<file path="config.mk">
export PLATFORM = sky130hd
export DESIGN_NAME = tmsf_cell
export DESIGN_NICKNAME = d
export VERILOG_FILES = /design/src/design/tmsf_pkg.sv /design/src/design/tmsf_cell.sv
export SDC_FILE = /design/constraint.sdc
export NUM_CORES = 1
export LEC_CHECK = 0
export BUFFER_PORTS_ARGS = -buffer_cell sky130_fd_sc_hd__buf_2
export CAP_MARGIN = 20
export CORE_MARGIN = 2
export CORE_UTILIZATION = 30
export CTS_CLUSTER_DIAMETER = 150
export DETAILED_ROUTE_END_ITERATION = 7
export GPL_TIMING_DRIVEN = 0
export RECOVER_POWER = 50
export SLEW_MARGIN = 10
export SYNTH_ARGS = -nofsm -noshare
export SYNTH_HDL_FRONTEND = slang
export SYNTH_SLANG_ARGS = --single-unit
</file>
<file path="constraint.sdc">
create_clock -name clk -period 3.7 [get_ports clk]
set_input_delay 0.925 -clock clk [delete_from_list [all_inputs] [get_ports clk]]
set_output_delay 0.925 -clock clk [all_outputs]
set_load 0.02 [all_outputs]
</file>
<file path="src/design/tmsf_pkg.sv">
// Shared constants and types for the trimmed median smoothing filter.
`default_nettype none

package tmsf_pkg;

  localparam int WINDOW_LEN   = 9;
  localparam int SAMPLE_BITS  = 12;
  localparam int FRAC_BITS    = 8;
  localparam int SMOOTH_DIV   = 10;
  localparam int SMOOTH_KEEP  = SMOOTH_DIV - 1;
  localparam int CENTRE_COUNT = 3;

  localparam int AGE_W  = $clog2(WINDOW_LEN);
  localparam int MID    = WINDOW_LEN / 2;
  localparam int ACC_W  = SAMPLE_BITS + FRAC_BITS;
  localparam int SUM_W  = SAMPLE_BITS + 2;
  localparam int NUM_W  = ACC_W + 4;

  localparam int IN_TDATA_W  = ((SAMPLE_BITS + 7) / 8) * 8;
  localparam int OUT_TDATA_W = ((ACC_W + SAMPLE_BITS + 7) / 8) * 8;

  // reciprocals, floor(2^k / d); the quotient is at most one short
  localparam logic [SUM_W-1:0] RECIP3  = SUM_W'((2 ** SUM_W) / CENTRE_COUNT);
  localparam logic [NUM_W-1:0] RECIP10 = NUM_W'((2 ** NUM_W) / SMOOTH_DIV);

  // one sorted window entry as seen by its neighbors
  typedef struct packed {
    logic [SAMPLE_BITS-1:0] val;
    logic [AGE_W-1:0]       age;
    logic                   le;   // val <= incoming sample
  } tmsf_link_t;

  // sentinels beyond both ends of the row
  localparam tmsf_link_t LINK_FLOOR = '{val: '0, age: '0, le: 1'b1};
  localparam tmsf_link_t LINK_CEIL  = '{val: '0, age: '0, le: 1'b0};

endpackage

`default_nettype wire

</file>
<file path="src/design/tmsf_cell.sv">
// One cell of the sorted window row: deletes the oldest entry, inserts the new sample.
`default_nettype none

module tmsf_cell (
  input  wire                                 clk,
  input  wire                                 rst_n,
  input  wire                                 en,
  input  wire  [tmsf_pkg::SAMPLE_BITS-1:0]    x,
  input  wire  [tmsf_pkg::AGE_W-1:0]          init_age,
  input  tmsf_pkg::tmsf_link_t                lft,
  input  tmsf_pkg::tmsf_link_t                rgt,
  input  wire                                 del_in,   // oldest entry lies left of here
  output tmsf_pkg::tmsf_link_t                own,
  output logic                                del_out
);

  logic [tmsf_pkg::SAMPLE_BITS-1:0] val_r, val_nxt;
  logic [tmsf_pkg::AGE_W-1:0]       age_r, age_nxt;
  logic                             is_del;

  assign is_del  = (age_r == tmsf_pkg::AGE_W'(tmsf_pkg::WINDOW_LEN - 1));
  assign del_out = del_in | is_del;

  assign own.val = val_r;
  assign own.age = age_r;
  assign own.le  = (val_r <= x);

  always_comb begin
    val_nxt = x;
    age_nxt = '0;
    if (!del_in && !is_del) begin
      // oldest entry is to the right: shift up only past the insert point
      if (own.le) begin
        val_nxt = val_r;
        age_nxt = age_r + 1'b1;
      end else if (!lft.le) begin
        val_nxt = lft.val;
        age_nxt = lft.age + 1'b1;
      end
    end else begin
      // oldest entry is here or to the left: entries close the gap downward
      if (rgt.le) begin
        val_nxt = rgt.val;
        age_nxt = rgt.age + 1'b1;
      end else if (del_in && !own.le) begin
        val_nxt = val_r;
        age_nxt = age_r + 1'b1;
      end else if (is_del && !lft.le) begin
        val_nxt = lft.val;
        age_nxt = lft.age + 1'b1;
      end
    end
  end

  always_ff @(posedge clk) begin
    if (!rst_n) begin
      val_r <= '0;
      age_r <= init_age;
    end else if (en) begin
      val_r <= val_nxt;
      age_r <= age_nxt;
    end
  end

endmodule

`default_nettype wire

</file>
======== After elaboration in Yosys (flattened, before gate mapping) ========
Cells that the tools add are included.
operators by class
  bitwise logic cells ..................... 1
  order comparisons ....................... 1
  multiplexer cells ....................... 14
  reductions and logical operators ........ 8
  equality and inequality tests ........... 4
  $add $sub $neg .......................... 3
operators with widths
  cell                                                                     count
  12-bit two-way mux                                                       6
  4-bit two-way mux                                                        8
  4-bit by 1-bit adder with 4-bit output, second input constant            3
  12-bit less-or-equal comparator                                          1
  4-bit == test, second input constant                                     1
  1-bit zero test                                                          4
  1-bit logical AND                                                        3
  3-bit inequality test, second input constant                             1
  3-bit AND reduction                                                      1
  2-bit by 1-bit inequality test with 1-bit output, second input constant  1
  2-bit inequality test, second input constant                             1
  1-bit OR                                                                 1
storage, ports and cells
  flip-flop bits (word level) ............. 16
  bits of input ports ..................... 54
  word-level logic and storage cells ...... 33
  output and inout port bits .............. 18

======== Depth between registers and ports, before layout ========
Gate-level depths: netlist (run 1).
  word-level depth ........................ 8
  gate-level depth with buffers ........... 10
  mapped depth without buffers ............ 9

======== Worst setup path before layout (run 1) ========
No wires, ideal clock.
  path type ............................... input to output
  from .................................... in x[1] (netlist bit)
  to ...................................... out own[0] (netlist bit)
  path buffers ............................ 0
  stages on the path ...................... 7
  slack ................................... 0.613 ns
  arrival ................................. 2.162 ns
  data required time ...................... 2.775 ns
  path through ............................ inv_1 > ha_1 > nor2b_1 > o211ai_1 > a211o_1 > a31oi_4 > inv_1
RTL lines
  item         RTL line         RTL
  from (decl)  tmsf_cell.sv:8   input wire [tmsf_pkg::SAMPLE_BITS-1:0] x,
  to (decl)    tmsf_cell.sv:13  output tmsf_pkg::tmsf_link_t own,

==> impl_metrics.tcl, run 1 <==
set metrics [dict create \
    synth_area_um2 1944 \
    num_vias 2159 \
    met1_usage_pct 21.89 \
    ys_ff_latch 16 \
    antenna_left 0 \
    antenna_found_initial 0 \
    synth_cell_types 49 \
    io_pins 72 \
    seq_power_share_pct 32.8 \
    core_region_area_um2 6314 \
    synth_compound_area_share_pct 22.72 \
    grtUsageTotal_pct 17.32 \
    syn_area_per_cell_um2 7.536 \
    cts_sinks 16 \
    worstSkewPairLatency_ns 0.26 \
    use_met2_pct 30.64 \
    clock.fmax_mhz 292.4 \
    drt_iter0_drc 138 \
    gp_congestion 0.8126 \
    ir_worst_vdd_mv 0.1337 \
    yosys-top-cells-area "mux2i_1, dfxtp_1, ha_1" \
    finalNonFillerCells 408 \
    max_cap_viol_count 0 \
    power_leakage_uw 0.001130 \
    clkTransAtPathRegs_ns 0.07 \
    dieArea_um2 7141 \
    critPathRequiredTime_ns 2.77 \
    io_buffers 69 \
    period_share_pct 92.43 \
    fin_skew_ns 0.007198 \
    cts-root-buf "clkbuf_8" \
    num_rows 29 \
    nNetsFinal 402 \
    die_w_um 84.51 \
    min_period_ns 3.420 \
    synth_simple_gate_area_share_pct 22.27 \
    drc 0 \
    clockPowerShare_pct 22.4 \
    final_common_cell "buf_2" \
    arrival_ns 2.49 \
    ctsResizeCount 0 \
    synth_async_sr_flop_share_pct 0 \
    area_delta_synth_final_pct 24.00 \
    tns_ns 0 \
    routedWlPerCell_um 15.43 \
    p_sw_uw 269.7 \
    internal_power_uw 401.0 \
    grt_overflow 0 \
    yosysWarnings 0 \
    grtUsageMet3_pct 3.147 \
    busiest_layer "met2" \
    die_height_um 84.51 \
    holdPathStages 2 \
    seq_area_frac_synth_pct 18.53 \
    cts_buffer_depth 2 \
    setup_viol 0 \
    synth_area_leader_cell "mux2i_1" \
    timing.slew.headroom_pct 43.77 \
    sw_frac_of_total_pct 40.22 \
    slew_viol_final 0 \
    synth_top_family_by_area "compound AO/OA/AOI/OAI gates" \
    muxShareOfSynthArea_pct 14.99 \
    power.density_nw_per_um2 278.2 \
    via_per_inst 5.292 \
    power_frac_comb_pct 44.7 \
    start_util_pct 30.80 \
    dr.pass1.iters 6 \
    tightest_slew_ns 0.8434 \
    worst_slack_ns 0.2802 \
    synthesis.nets 328 \
    dp_slack_ns 0.2918 \
    grt_setup_unrepaired "no" \
    synth_top_area_share_pct 14.41 \
    outcome "complete, no violations" \
    mostFrequentLayoutCells "buf_2, nand2_1, mux2i_1" \
    grt_pass1_vias 1991 \
    cts_inserted_buffers 3 \
    fin_hold_ws_ns 0.4740 \
    crit_fanout 7 \
    end_kind "output pin" \
    synth_edf_count 4 \
    crit_path_start_kind "primary input" \
    syn_inst 258 \
    dp_cells 404 \
    cts_setup_buffers 0 \
    hp-class "flop to flop" \
    drive_gt1_share_pct 22.36 \
    diodes 0 \
    synth_fa_ha_area_share_pct 10.30 \
    holdBufCountCts 0 \
    synth_ff_type "dfxtp_1" \
    grt_pass1_wl_um 9873 \
    hpwl_um 4738 \
    path_class "primary input to output pin" \
    grt_max_degree 11 \
    synth_xor_area_share_pct 2.703 \
    final_hold_viol_count 0 \
    rr_worst_depth 10 \
    h-tree-depth 1 \
    tritoncts "built" \
    wl_um 6295 \
]
## registers in the layout, indices dropped and copies added (netlist names)
name / cells
val_r: 12
age_r: 4
## final timing paths
check	startpoint	endpoint	slack, ns
max	x[1]	own[0]	0.28
max reg2reg	age_r[0]	age_r[1]	1.34
min reg2reg	val_r[0]	val_r[0]	0.47
min	val_r[0]	val_r[0]	0.47
## kinds of logic (layout without fill, tap and decap cells)
family                     after synthesis  count (layout)
AOI/OAI and AO/OA                       60              60
and+or+nand+nor                         94              94
adders and majority gates               16              16
buffers and inverters                   37             110
DFF                                     16              16
muxes                                   29              29
xor gates and xnor gates                 6               6
## critical path, cell delays in order
cell	delay [ns]
buf_2	0.09
inv_1	0.05
ha_1	0.29
nor2b_1	0.14
o211ai_1	0.09
a211o_1	0.40
a31oi_4	0.29
inv_1	0.06
buf_2	0.16
## metal layers
metal / part of all wire (%) / wire length [µm] / up-vias
met2: 48 / 3053 / 90
met1: 44 / 2744 / 986
met3: 7.0 / 441 / 7
li1: - / - / 1076
met4: 0.87 / 55 / 0
met5: 0 / 0 / -
## power by group through the flow
stage                     Clock (µW)  Combinational (µW)  Sequential, µW
after detailed placement           0                 304             223
final                            150                 300             220
after global routing             158                 332             223
after global placement             0                 301             223
after CTS                        152                 306             219
after floorplan                    0                 182             243
## cell type report
type | count | area (µm²)
fill | 705 | 3902
timing repair buffer | 69 | 325.3
inverter | 20 | 80.08
buffer | 17 | 85.08
tap | 77 | 96.34
sequential | 16 | 360.3
clock buffer | 4 | 45.04
multi-input combinational | 205 | 1419
## Yosys cell counts, types with 4 or more instances
| cell type | n |
|---|---|
| nor2_1 | 12 |
| buf_2 | 5 |
| ha_1 | 16 |
| dfxtp_1 | 12 |
| mux2i_1 | 28 |
| edfxtp_1 | 4 |
| inv_1 | 18 |
| a31oi_1 | 4 |
| xor2_1 | 4 |
| o31ai_1 | 4 |
| o21ai_1 | 4 |
| a211oi_1 | 4 |
| o211ai_1 | 13 |
| a21oi_1 | 16 |
| clkbuf_1 | 10 |
| nand2_1 | 44 |
| nand3_1 | 18 |
## per-stage QoR
| step | utilization [%] | area, µm² | total power (µW) |
|---|---|---|---|
| 3_5_place_dp | 37.79 | 2386 | 527.3 |
| 3_3_place_gp | 37.79 | 2386 | 524.0 |
| 6_report | 38.19 | 2411 | 670.7 |
| 4_1_cts | 38.51 | 2431 | 677.6 |
| 2_1_floorplan | - | 1944 | 424.9 |
| 5_1_grt | 38.19 | 2411 | 712.2 |
Note: power is estimated with default switching activity, not from simulation.
==> inputs of run 2 (changes only) <==
- MAX_ROUTING_LAYER: not set -> met4
- REMOVE_ABC_BUFFERS: not set -> 1
==> run 2 against run 1 <==
Net effect: die area unchanged; worst hold slack improved by 0.011 ns; critical path depth unchanged; clock power is 13% lower; cell count shrank 3.7%; flip-flop and latch count unchanged; maximum frequency grew 0.16%; critical endpoint unchanged; combinational power is 3% lower; wire length is 15% lower.
==> impl_metrics.tcl, run 2 (synthesis gave the netlist of run 1 again) <==
set metrics [dict create \
    final_common_cell "buf_2" \
    end_kind "output pin" \
    cts_inserted_buffers 3 \
    cts-root-buf "clkbuf_8" \
    outcome "complete, no violations" \
    antenna_found_initial 0 \
    crit_path_start_kind "primary input" \
    routedWlPerCell_um 13.62 \
    antenna_left 0 \
    dieArea_um2 7141 \
    highest_layer "met4" \
    mostFrequentLayoutCells "buf_2, nand2_1, mux2i_1" \
    drc 0 \
    start_util_pct 30.80 \
    met3_length_um 273 \
    dp_slack_ns 0.2966 \
    clock.fmax_mhz 292.9 \
    ir_worst_vdd_mv 0.1064 \
    area_delta_synth_final_pct 21.49 \
    drive_gt1_share_pct 22.47 \
    die_height_um 84.51 \
    largest_reg_flops 12 \
    dp_cells 390 \
    drt_iter0_drc 109 \
    grt_max_degree 35 \
    hpwl_um 4021 \
    tightest_slew_ns 1.452 \
    power.density_nw_per_um2 272.0 \
    clkTransAtPathRegs_ns 0.06 \
    path_class "primary input to output pin" \
    worst_slack_ns 0.2857 \
    postLayoutCellArea_um2 2362 \
    die_w_um 84.51 \
    cts_sinks 16 \
    h-tree-depth 1 \
    dr.pass1.iters 4 \
    setup_viol 0 \
    crit_fanout 7 \
    wl_um 5354 \
    num_rows 29 \
    wl_met2_um 2494 \
    via_per_inst 5.043 \
    final_hold_viol_count 0 \
    grt_setup_unrepaired "no" \
    worstSkewPairLatency_ns 0.25 \
    crit_buf_inv 4 \
    cts_buffer_depth 2 \
    gp_congestion 0.8941 \
    io_pins 72 \
    io_buffers 71 \
    core_region_area_um2 6314 \
    grt_overflow 0 \
    power_leakage_uw 0.001103 \
    finalNonFillerCells 393 \
    top_regs "val_r x12, age_r x4" \
    fin_skew_ns 0.003174 \
    slowest_delay_ns 0.39 \
    diodes 0 \
    min_period_ns 3.414 \
    wl_met1_um 2536 \
    slew_viol_final 0 \
    num_vias 1982 \
    tritoncts "built" \
    crit_chain "buf_2 -> inv_1 -> ha_1 -> nor2b_1 -> o211ai_1 -> a211o_1 -> a31oi_4 -> inv_1 -> buf_2" \
    grt_pass1_wl_um 8749 \
    period_share_pct 92.28 \
    ctsResizeCount 0 \
    grtUsageTotal_pct 15.42 \
    max_cap_viol_count 0 \
    grt_pass1_vias 1847 \
    cp_slowest_cell "a211o_1" \
    cts_setup_buffers 0 \
    arrival_ns 2.49 \
    largest_register "val_r" \
    holdBufCountCts 0 \
    critPathRequiredTime_ns 2.77 \
    nNetsFinal 388 \
    timing.slew.headroom_pct 3.208 \
    tns_ns 0 \
    hp-class "flop to flop" \
    crit_family "compound AO/OA/AOI/OAI gates" \
    place_area_um2 2341 \
]
## run 2: power by group
| group | leakage [µW] | total (µW) | internal, µW | switching, µW |
|---|---|---|---|---|
| clock network | 0.0000216 | 131 | 72.1 | 58.5 |
| logic | 0.000942 | 291 | 122 | 169 |
| registers | 0.000139 | 221 | 201 | 20.5 |
## run 2: path summary, 6_finish.rpt
| path | start | endpoint | slack (ns) | cells past startpoint |
|---|---|---|---|---|
| worst min-delay path | val_r[11] | val_r[11] | 0.48 | 2 |
| worst min register to register | val_r[11] | val_r[11] | 0.48 | 2 |
| worst max-delay path | x[1] | own[0] | 0.29 | 9 |
| worst max register to register | age_r[0] | age_r[3] | 0.97 | 9 |
## run 2: final cells by class
cell class | count | area (µm²)
tap | 77 | 96.34
sequential | 16 | 360.3
fill | 694 | 3951
clock buffer | 3 | 41.29
inverter | 20 | 80.08
timing repair buffer | 72 | 350.3
multi-input combinational | 205 | 1434
## run 2: worst register-to-register path, cell delays in order (launching register included)
cell      delay [ns]
edfxtp_1        0.50
inv_1           0.08
ha_1            0.22
nand3b_1        0.14
and2b_2         0.37
inv_2           0.30
or2_0           0.28
a311o_1         0.39
o21ai_1         0.18
a32o_1          0.15
## run 2: metrics by stage
step | hold WS, ns | util [%] | total power [µW]
floorplan | 0.5456 | - | 408.8
global placement | 0.4631 | 36.60 | 512.3
detailed placement | 0.4737 | 37.08 | 520.0
CTS | 0.4842 | 37.73 | 655.0
global route | 0.5111 | 37.42 | 693.0
finish | 0.4848 | 37.42 | 642.5
## run 2: routing by layer
metal | track usage [%] | vias up
met5 | - | -
met4 | 4.329 | 0
met3 | 1.573 | 5
met2 | 25.98 | 57
met1 | 19.59 | 879
li1 | - | 1041
